<file path="src/hdl/rws_pkg.sv">
// rws_pkg: shared widths and codes for the roulette wheel selector
// no dependencies; imported by rws_table, roulette_wheel_selector, selection_checker and the test
`timescale 1ns / 1ps

package rws_pkg;

    localparam int FIT_W      = 16;
    localparam int RND_W      = 16;
    localparam int SEL_W      = 4;
    localparam int POP_CFG_W  = 5;
    localparam int SCALE_SH   = 16;
    localparam int SUM_W      = FIT_W + POP_CFG_W;
    localparam int PROD_W     = SUM_W + RND_W;

    localparam logic [POP_CFG_W-1:0] POP_RESET = 5'd10;

    localparam logic MODE_WRITE  = 1'b0;
    localparam logic MODE_SELECT = 1'b1;

endpackage

</file>
<file path="src/hdl/rws_table.sv">
// rws_table: fitness table memory with per-entry valid bits, registered read
// depends on rws_pkg
`timescale 1ns / 1ps

module rws_table
    import rws_pkg::*;
#(
    parameter int DEPTH  = 16,
    parameter int ADDR_W = 4
)
(
    input  logic              clk,
    input  logic              rst_n,
    input  logic              wr_en,
    input  logic [ADDR_W-1:0] wr_addr,
    input  logic [FIT_W-1:0]  wr_data,
    input  logic              rd_en,
    input  logic [ADDR_W-1:0] rd_addr,
    output logic [FIT_W-1:0]  rd_data
);

    logic [FIT_W-1:0] mem [DEPTH];
    logic [FIT_W-1:0] mem_q_reg;
    logic [DEPTH-1:0] valid_reg;
    logic             rd_hit_reg;

    always_ff @(posedge clk)
    begin
        if (wr_en)
        begin
            mem[wr_addr] <= wr_data;
        end
        if (rd_en)
        begin
            mem_q_reg <= mem[rd_addr];
        end
    end

    // entries never written read as zero
    always_ff @(posedge clk or negedge rst_n)
    begin
        if (!rst_n)
        begin
            valid_reg  <= '0;
            rd_hit_reg <= 1'b0;
        end
        else
        begin
            if (wr_en)
            begin
                valid_reg[wr_addr] <= 1'b1;
            end
            if (rd_en)
            begin
                rd_hit_reg <= valid_reg[rd_addr];
            end
        end
    end

    assign rd_data = rd_hit_reg ? mem_q_reg : '0;

endmodule

</file>
<file path="src/hdl/roulette_wheel_selector.sv">
// roulette_wheel_selector: a write item with an index in range goes straight into the table;
// a select item with n entries in use runs a sum pass and then a scan pass that exits early,
// with one table read per cycle in each pass
// one item at a time; the result register lets the next item in while it waits
// reset clears the table to zero and sets population_in_use to 10
`timescale 1ns / 1ps

module roulette_wheel_selector
    import rws_pkg::*;
#(
    parameter int POPULATION = 16
)
(
    input  logic                 clk,
    input  logic                 rst_n,
    input  logic                 in_valid,
    output logic                 in_ready,
    input  logic                 mode,
    input  logic [3:0]           entry_index,
    input  logic [FIT_W-1:0]     fitness_value,
    input  logic [RND_W-1:0]     random_value,
    output logic                 out_valid,
    input  logic                 out_ready,
    output logic [SEL_W-1:0]     selected_index,
    input  logic                 cfg_wr_en,
    input  logic [POP_CFG_W-1:0] cfg_wr_data
);

    localparam int IDX_W = $clog2(POPULATION);

    typedef enum logic [1:0] {S_IDLE, S_SUM, S_SCAN, S_DONE} state_t;

    state_t                state_reg, state_next;
    logic [POP_CFG_W-1:0]  pop_reg;
    logic [POP_CFG_W-1:0]  n_reg, n_next;
    logic [POP_CFG_W-1:0]  cnt_reg, cnt_next;
    logic [RND_W-1:0]      rnd_reg, rnd_next;
    logic [SUM_W-1:0]      acc_reg, acc_next;
    logic [PROD_W-1:0]     target_reg, target_next;
    logic                  rd_v_reg, rd_v_next;
    logic [POP_CFG_W-1:0]  rd_idx_reg, rd_idx_next;
    logic                  acc_v_reg, acc_v_next;
    logic [POP_CFG_W-1:0]  acc_idx_reg, acc_idx_next;
    logic [SEL_W-1:0]      result_reg, result_next;
    logic                  out_valid_reg, out_valid_next;
    logic [SEL_W-1:0]      sel_reg, sel_next;

    logic                  tbl_wr_en;
    logic                  tbl_rd_en;
    logic [FIT_W-1:0]      tbl_rd_data;
    logic [POP_CFG_W-1:0]  n_clamp;
    logic [PROD_W-1:0]     scaled;

    rws_table #(
        .DEPTH  (POPULATION),
        .ADDR_W (IDX_W)
    ) u_table (
        .clk     (clk),
        .rst_n   (rst_n),
        .wr_en   (tbl_wr_en),
        .wr_addr (IDX_W'(entry_index)),
        .wr_data (fitness_value),
        .rd_en   (tbl_rd_en),
        .rd_addr (IDX_W'(cnt_reg)),
        .rd_data (tbl_rd_data)
    );

    always_comb
    begin
        if (pop_reg == '0)
        begin
            n_clamp = POP_CFG_W'(1);
        end
        else if (32'(pop_reg) > POPULATION)
        begin
            n_clamp = POP_CFG_W'(POPULATION);
        end
        else
        begin
            n_clamp = pop_reg;
        end
    end

    // running sum times 65535
    assign scaled = PROD_W'({acc_reg, {SCALE_SH{1'b0}}}) - PROD_W'(acc_reg);

    always_comb
    begin
        state_next     = state_reg;
        n_next         = n_reg;
        cnt_next       = cnt_reg;
        rnd_next       = rnd_reg;
        acc_next       = acc_reg;
        target_next    = target_reg;
        rd_v_next      = 1'b0;
        rd_idx_next    = cnt_reg;
        acc_v_next     = 1'b0;
        acc_idx_next   = acc_idx_reg;
        result_next    = result_reg;
        out_valid_next = out_valid_reg;
        sel_next       = sel_reg;
        tbl_wr_en      = 1'b0;
        tbl_rd_en      = 1'b0;

        if (out_valid_reg && out_ready)
        begin
            out_valid_next = 1'b0;
        end

        case (state_reg)
            S_IDLE:
            begin
                if (in_valid)
                begin
                    if (mode == MODE_SELECT)
                    begin
                        rnd_next   = random_value;
                        n_next     = n_clamp;
                        cnt_next   = '0;
                        acc_next   = '0;
                        state_next = S_SUM;
                    end
                    else
                    begin
                        tbl_wr_en = (32'(entry_index) < POPULATION);
                    end
                end
            end
            S_SUM:
            begin
                if (cnt_reg < n_reg)
                begin
                    tbl_rd_en = 1'b1;
                    rd_v_next = 1'b1;
                    cnt_next  = cnt_reg + POP_CFG_W'(1);
                end
                if (rd_v_reg)
                begin
                    acc_next = acc_reg + SUM_W'(tbl_rd_data);
                end
                if (cnt_reg == n_reg && !rd_v_reg)
                begin
                    target_next = PROD_W'(rnd_reg) * PROD_W'(acc_reg);
                    acc_next    = '0;
                    cnt_next    = '0;
                    state_next  = S_SCAN;
                end
            end
            S_SCAN:
            begin
                if (cnt_reg < n_reg)
                begin
                    tbl_rd_en = 1'b1;
                    rd_v_next = 1'b1;
                    cnt_next  = cnt_reg + POP_CFG_W'(1);
                end
                if (rd_v_reg)
                begin
                    acc_next = acc_reg + SUM_W'(tbl_rd_data);
                end
                acc_v_next   = rd_v_reg;
                acc_idx_next = rd_idx_reg;
                // first hit, or last entry in use as fallback
                if (acc_v_reg &&
                    (scaled >= target_reg || acc_idx_reg == n_reg - POP_CFG_W'(1)))
                begin
                    result_next = acc_idx_reg[SEL_W-1:0];
                    rd_v_next   = 1'b0;
                    acc_v_next  = 1'b0;
                    state_next  = S_DONE;
                end
            end
            S_DONE:
            begin
                if (!out_valid_reg || out_ready)
                begin
                    out_valid_next = 1'b1;
                    sel_next       = result_reg;
                    state_next     = S_IDLE;
                end
            end
            default:
            begin
                state_next = S_IDLE;
            end
        endcase
    end

    always_ff @(posedge clk or negedge rst_n)
    begin
        if (!rst_n)
        begin
            state_reg     <= S_IDLE;
            pop_reg       <= POP_RESET;
            n_reg         <= POP_CFG_W'(1);
            cnt_reg       <= '0;
            rd_v_reg      <= 1'b0;
            acc_v_reg     <= 1'b0;
            out_valid_reg <= 1'b0;
        end
        else
        begin
            state_reg     <= state_next;
            n_reg         <= n_next;
            cnt_reg       <= cnt_next;
            rd_v_reg      <= rd_v_next;
            acc_v_reg     <= acc_v_next;
            out_valid_reg <= out_valid_next;
            if (cfg_wr_en)
            begin
                pop_reg <= cfg_wr_data;
            end
        end
    end

    always_ff @(posedge clk)
    begin
        rnd_reg     <= rnd_next;
        acc_reg     <= acc_next;
        target_reg  <= target_next;
        rd_idx_reg  <= rd_idx_next;
        acc_idx_reg <= acc_idx_next;
        result_reg  <= result_next;
        sel_reg     <= sel_next;
    end

    assign in_ready       = (state_reg == S_IDLE);
    assign out_valid      = out_valid_reg;
    assign selected_index = sel_reg;

    // read pipeline is empty whenever a new item can enter
    a_idle_empty: assert property (@(posedge clk) disable iff (!rst_n)
        in_ready |-> (!rd_v_reg && !acc_v_reg))
        else $error("read pipeline busy while idle");

    a_cnt_bound: assert property (@(posedge clk) disable iff (!rst_n)
        (state_reg == S_SUM || state_reg == S_SCAN) |-> (cnt_reg <= n_reg && n_reg != '0))
        else $error("scan counter beyond entries in use");

    a_idx_bound: assert property (@(posedge clk) disable iff (!rst_n)
        acc_v_reg |-> (acc_idx_reg < n_reg))
        else $error("compared index beyond entries in use");

    a_last_hits: assert property (@(posedge clk) disable iff (!rst_n)
        (state_reg == S_SCAN && acc_v_reg && acc_idx_reg == n_reg - POP_CFG_W'(1))
        |=> state_reg == S_DONE)
        else $error("scan did not finish at last entry");

    a_done_out: assert property (@(posedge clk) disable iff (!rst_n)
        (state_reg == S_DONE && (!out_valid_reg || out_ready)) |=> out_valid_reg)
        else $error("result not presented");

endmodule

</file>
<file path="config.mk">
export PLATFORM = sky130hd
export DESIGN_NAME = roulette_wheel_selector
export DESIGN_NICKNAME = d
export VERILOG_FILES = /design/src/hdl/rws_pkg.sv /design/src/hdl/rws_table.sv /design/src/hdl/roulette_wheel_selector.sv
export SDC_FILE = /design/constraint.sdc
export NUM_CORES = 1
export LEC_CHECK = 0
export BUFFER_PORTS_ARGS = -buffer_cell sky130_fd_sc_hd__clkbuf_2
export CORE_ASPECT_RATIO = 0.6
export CORE_MARGIN = 2
export CORE_UTILIZATION = 65
export CTS_CLUSTER_DIAMETER = 100
export CTS_CLUSTER_SIZE = 20
export DETAILED_ROUTE_END_ITERATION = 7
export HOLD_SLACK_MARGIN = 0.06
export PLACE_DENSITY = 0.82
export SLEW_MARGIN = 20
export SYNTH_ARGS = -nofsm -noshare
export SYNTH_HDL_FRONTEND = slang
export SYNTH_SLANG_ARGS = --single-unit
</file>
<file path="constraint.sdc">
create_clock -name clk -period 19.95 [get_ports clk]
set_clock_uncertainty 0.15 [all_clocks]
set_input_delay 0.9975 -clock clk [delete_from_list [all_inputs] [get_ports clk]]
set_output_delay 0.9975 -clock clk [all_outputs]
set_load 0.1 [all_outputs]
</file>
==> impl_metrics.yaml, run 1 <==
run_status:
  status: "finished, final reports clean"
layout:
  post-route-util_pct: 70.2
  finalNonFillerCells: 3037
  drive_above_1_share_pct: 11.4
  syn2layout_area_growth_pct: 5.61
  num_antenna_cells: 0
  layout_commonest_cell: "inv_1"
  layout_common_cells: "inv_1 (384), edfxtp_1 (359), fa_1 (265)"
  final_nets: 2939
  fillers: 3010
  largest_register_ffs: 256
grt:
  gr-total-overflow: 0
  grt_pass1_wl_um: 117000
  grt_max_degree: 59
  track_usage_pct: 33.2
  grt_pass1_vias: 20200
  antenna_found_initial: 3
drt:
  post_drt_wl_per_cell_um: 24.7
  route.vias.total: 19500
  routed_via_density: 6.43
  first_pass_iters: 6
  drc: 0
  drtIter0Drc: 2504
  ant_nets: 0
  wirelength_um: 74900
worst_setup_path:
  endpoint_kind: "register"
  slowest_stage: "edfxtp_1"
  worstSetupPathType: "reg -> reg"
  path_buf_inv: 3
  crit_arrival_ns: 8.31
  path_cells: "nand2_1 -> fa_1 -> fa_1 -> fa_1 -> inv_1 -> fa_1 -> fa_1 -> inv_1 -> fa_1 -> inv_1 -> ha_1 -> nand3_1 -> or2_2 -> a2111oi_2 -> o21ai_2 -> a21oi_2 -> nor4_1 -> a2111oi_0"
  startpoint_type: "register"
  critical_path_required_ns: 20.13
  cpPeakStageDelay_ns: 1.12
  crit_family: "adder cells"
  cp_common_cell: "fa_1"
  cp_max_fo: 22
run:
  max_cap_viol_count: 0
yosys:
  synth_cells: 2440
  ys_ff_latch: 401
  synthesis.nets: 2931
  synth_ff_type: "edfxtp_1"
  ys_seq_area_share_pct: 40.6
  synth_edf_count: 359
  async_reset_ff_share_pct: 9.23
  synth_warnings: 0
  synth_cell_types: 82
  syn_area_per_cell_um2: 11.9
  syn_area_um2: 29100
floorplan:
  die_x_um: 277
  floorplan.initialDensity_pct: 66.5
  core-area_um2: 43800
  die_height_um: 168
  num_io_pins: 53
  fp-row-count: 59
  die_area_um2: 46500
timing:
  period_share_pct: 40.7
  rsz0062_at_grt: "no"
  fin_ws_ns: 11.82
  finalSetupViolCount: 0
  layout_min_cycle_time_ns: 8.13
  tightest_slew_ns: 1.16
  hold_viol: 0
  slew_headroom_pct: 22.4
  tns_ns: 0
  fmax_mhz: 123
  final_max_slew_viol_count: 0
cts:
  cts_setup_buffers: 0
  cts_tree: "yes"
  cts_sinks: 401
  cts_inserted_buffers: 24
  cts_hold_buf: 0
  clk_latency_ns: 0.58
  cts_max_level: 1
  cts-resized-gates: 0
  path_clk_slew_ns: 0.10
  root_buffer: "clkbuf_16"
  cts_buffer_depth: 3
place:
  port-buffer-count: 52
  hpwl_um: 54600
  dp_cells: 2999
  gp_congestion: 0.982
  place_ws_ns: 12.21
min_path:
  worstHoldPathType: "reg -> reg"
-- through the flow --
| step | hold WS [ns] | instance area (um2) |
|---|---|---|
| finish | 0.260 | 30700 |
| global route | 0.265 | 30700 |
| CTS | 0.260 | 30700 |
| detailed placement | 0.241 | 30000 |
| global placement | 0.239 | 30000 |
| floorplan | 0.219 | 29100 |
-- kinds of logic (layout without fill, tap and decap cells) --
logic type      after synthesis  after routing  synth area share [%]
fa+ha+maj                   444            444                  25.9
simple gates                661            661                  11.4
flops                       401            401                  40.6
mux                         105            105                  7.30
compound gates              252            252                  5.93
buf+inv                     500            518                  6.55
xor+xnor                     77             77                  2.32
-- Yosys cell counts (24+ instances only) --
| library cell | count | area share [%] |
|---|---|---|
| clkbuf_1 | 92 | 1.2 |
| nand3_1 | 24 | 0.41 |
| xnor2_1 | 50 | 1.5 |
| nand2_1 | 255 | 3.3 |
| a21o_1 | 44 | 1.1 |
| mux4_2 | 85 | 6.6 |
| ha_1 | 179 | 7.7 |
| inv_1 | 384 | 5.0 |
| nor2_1 | 78 | 1.0 |
| fa_1 | 265 | 18 |
| xor2_1 | 27 | 0.81 |
| and2_1 | 158 | 3.4 |
| dfrtp_1 | 34 | 2.9 |
| nor3_1 | 32 | 0.55 |
| edfxtp_1 | 359 | 37 |
| o21ai_0 | 39 | 0.67 |
| a21oi_1 | 64 | 1.1 |
-- final cells by class --
cell class                      instances  area [um2]  share of cell area (%)
Multi-Input combinational cell       1539       15400                    50.2
Sequential cell                       401       11800                    38.4
Inverter                              384        1440                    4.69
Tap cell                              579         724                    2.36
Clock buffer                           34         659                    2.15
Timing Repair Buffer                   98         633                    2.06
Clock inverter                          2        25.0                  0.0814
-- final timing paths --
path | from | to | slack, ns | cells past startpoint
min | rd_idx_reg[2] | acc_idx_reg[2] | 0.26 | 0
max in group asynchronous | rst_n | cnt_reg[0] | 18.55 | 1
max reg2reg | acc_reg[14] | target_reg[29] | 11.82 | 18
max | acc_reg[14] | target_reg[29] | 11.82 | 18
min reg2reg | rd_idx_reg[2] | acc_idx_reg[2] | 0.26 | 0
min in group asynchronous | rst_n | pop_reg[0] | 0.40 | 1
-- routing by layer --
metal / vias up / part of all wire, % / track usage [%]
met1: 9835 / 40 / 50.3
met5: - / 0.023 / 0
met2: 1317 / 43 / 49.1
met4: 4 / 2.1 / 6.43
li1: 8223 / - / -
met3: 141 / 14 / 8.94
Power of run 1 is not shown: default switching activity piles up to over one toggle a cycle in this logic, so the estimate is an artifact.
==> inputs of run 2 (changes only) <==
CORE_UTILIZATION = 58   (was 65)
PLACE_DENSITY = 0.77   (was 0.82)
clock period = 7.2 ns   (was 19.95 ns; I/O delays follow)
==> run 2 against run 1 <==
Against the previous run: sequential cell count is the same; die area rose by 12%; final cell count up 4.9%.
==> impl_metrics.yaml, run 2 (synthesis results as in run 1) <==
worst_setup_path:
  startpoint_type: "register"
  critical_path_required_ns: 7.38
  cp_max_fo: 14
  reg2reg_from: "rnd_reg[5]"
  endpoint_kind: "register"
  worstSetupPathType: "reg -> reg"
  setup.reg_to_reg.worst_slack_ns: 0.26
  r2r-end: "target_reg[29]"
  crit_arrival_ns: 7.12
  reg2reg_depth: 19
  cp-startpoint: "rnd_reg[5]"
layout:
  layout_commonest_cell: "inv_1"
  layout_common_cells: "inv_1 (384), edfxtp_1 (359), fa_1 (265)"
  syn2layout_area_growth_pct: 8.37
  num_antenna_cells: 0
  fillers: 3750
  finalNonFillerCells: 3186
  final_nets: 3017
  post-route-util_pct: 63.7
  stdcell_area_um2: 31500
  drive_above_1_share_pct: 12.9
  largest_register_ffs: 256
floorplan:
  floorplan.initialDensity_pct: 58.8
  num_io_pins: 53
  die_area_um2: 52000
  fp-row-count: 63
  die_x_um: 293
  core-area_um2: 49500
  die_height_um: 178
drt:
  route.vias.total: 19100
  dr_wl_met2_um: 29900
  ant_nets: 0
  routed-wl-met3_um: 7270
  post_drt_wl_per_cell_um: 22.3
  first_pass_iters: 5
  wirelength_um: 70900
  drc: 0
  wl_met1_um: 32500
  top_layer_used: "met5"
  routed_via_density: 6.00
  drtIter0Drc: 2120
timing:
  period_share_pct: 96.4
  tightest_slew_ns: 1.07
  finalSetupViolCount: 0
  final_max_slew_viol_count: 0
  slew_headroom_pct: 28.8
  fmax_mhz: 144
  layout_min_cycle_time_ns: 6.94
  fin_ws_ns: 0.258
  hold_viol: 0
place:
  gp_congestion: 0.969
  hpwl_um: 53400
  port-buffer-count: 52
  dp_cells: 3099
  place_ws_ns: 0.158
  placed_cell_area_um2: 30300
min_path:
  whs_endpoint: "u_table.mem[4][4]"
  hold_path_depth: 1
  worstHoldPathType: "in -> reg"
  min_from: "fitness_value[4]"
cts:
  root_buffer: "clkbuf_16"
  path_clk_slew_ns: 0.10
  cts_max_level: 1
  clk_latency_ns: 0.58
  cts_inserted_buffers: 25
  cts_sinks: 401
  cts_buffer_depth: 3
  cts_tree: "yes"
grt:
  gr-total-overflow: 0
  grt_pass1_wl_um: 112000
  grt_max_degree: 60
  antenna_found_initial: 1
  grt_pass1_vias: 19400
  track_usage_pct: 28.2
run:
  max_cap_viol_count: 0
run_status:
  status: "finished, final reports clean"
-- run 2: critical path: stages, from the launching register on --
cell	delay [ns]
edfxtp_1	0.74
buf_4	0.27
nand2_1	0.08
fa_1	0.53
inv_1	0.05
fa_1	0.49
inv_1	0.06
fa_1	0.48
fa_1	0.57
fa_1	0.43
fa_1	0.49
inv_1	0.04
ha_1	0.36
a21o_1	0.22
a31o_2	0.28
a311o_1	0.37
o21ai_2	0.36
a21oi_4	0.14
nor2b_1	0.16
a2111oi_1	0.40
-- run 2: final cells by class --
cell class	instances	area, um2	area share, %
multi-input cells	1539	15500	49.0
repair buffers	175	1300	4.12
well taps	650	813	2.58
inverters	384	1440	4.57
clock inverters	4	47.5	0.151
clock buffers	33	656	2.08
flip-flops and latches	401	11800	37.5
-- run 2: repair_timing --
item / in CTS / in global routing
hold endpoints to repair: 146 / 0
buffers inserted: 0 / 15
resized for setup: 0 / 3
endpoints found under the setup margin: 0 / 5
hold buffers: 35 / 0
-- run 2: worst max-delay path by stage --
stage	slack [ns]	depth (start not counted)	to
after global routing	-0.004	19	target_reg[29]
after global placement	0.47	19	target_reg[33]
after CTS	0.13	18	target_reg[29]
after floorplan	0.67	23	target_reg[33]
after detailed placement	0.16	20	target_reg[29]
final	0.26	19	target_reg[29]
-- run 2: stage by stage --
stage | TNS (ns) | hold slack, ns
detailed placement | 0 | 0.239
CTS | 0 | 0.0618
floorplan | 0 | -0.0856
finish | 0 | 0.0740
global route | -0.00350 | 0.0729
global placement | 0 | 0.241
-- run 2: per-layer routing --
metal	vias to the layer above	track usage [%]
met4	2	4.97
li1	8381	-
met1	9666	46.2
met2	976	40.0
met3	80	4.55
met5	-	0
Power of run 2 is left out for the same reason.
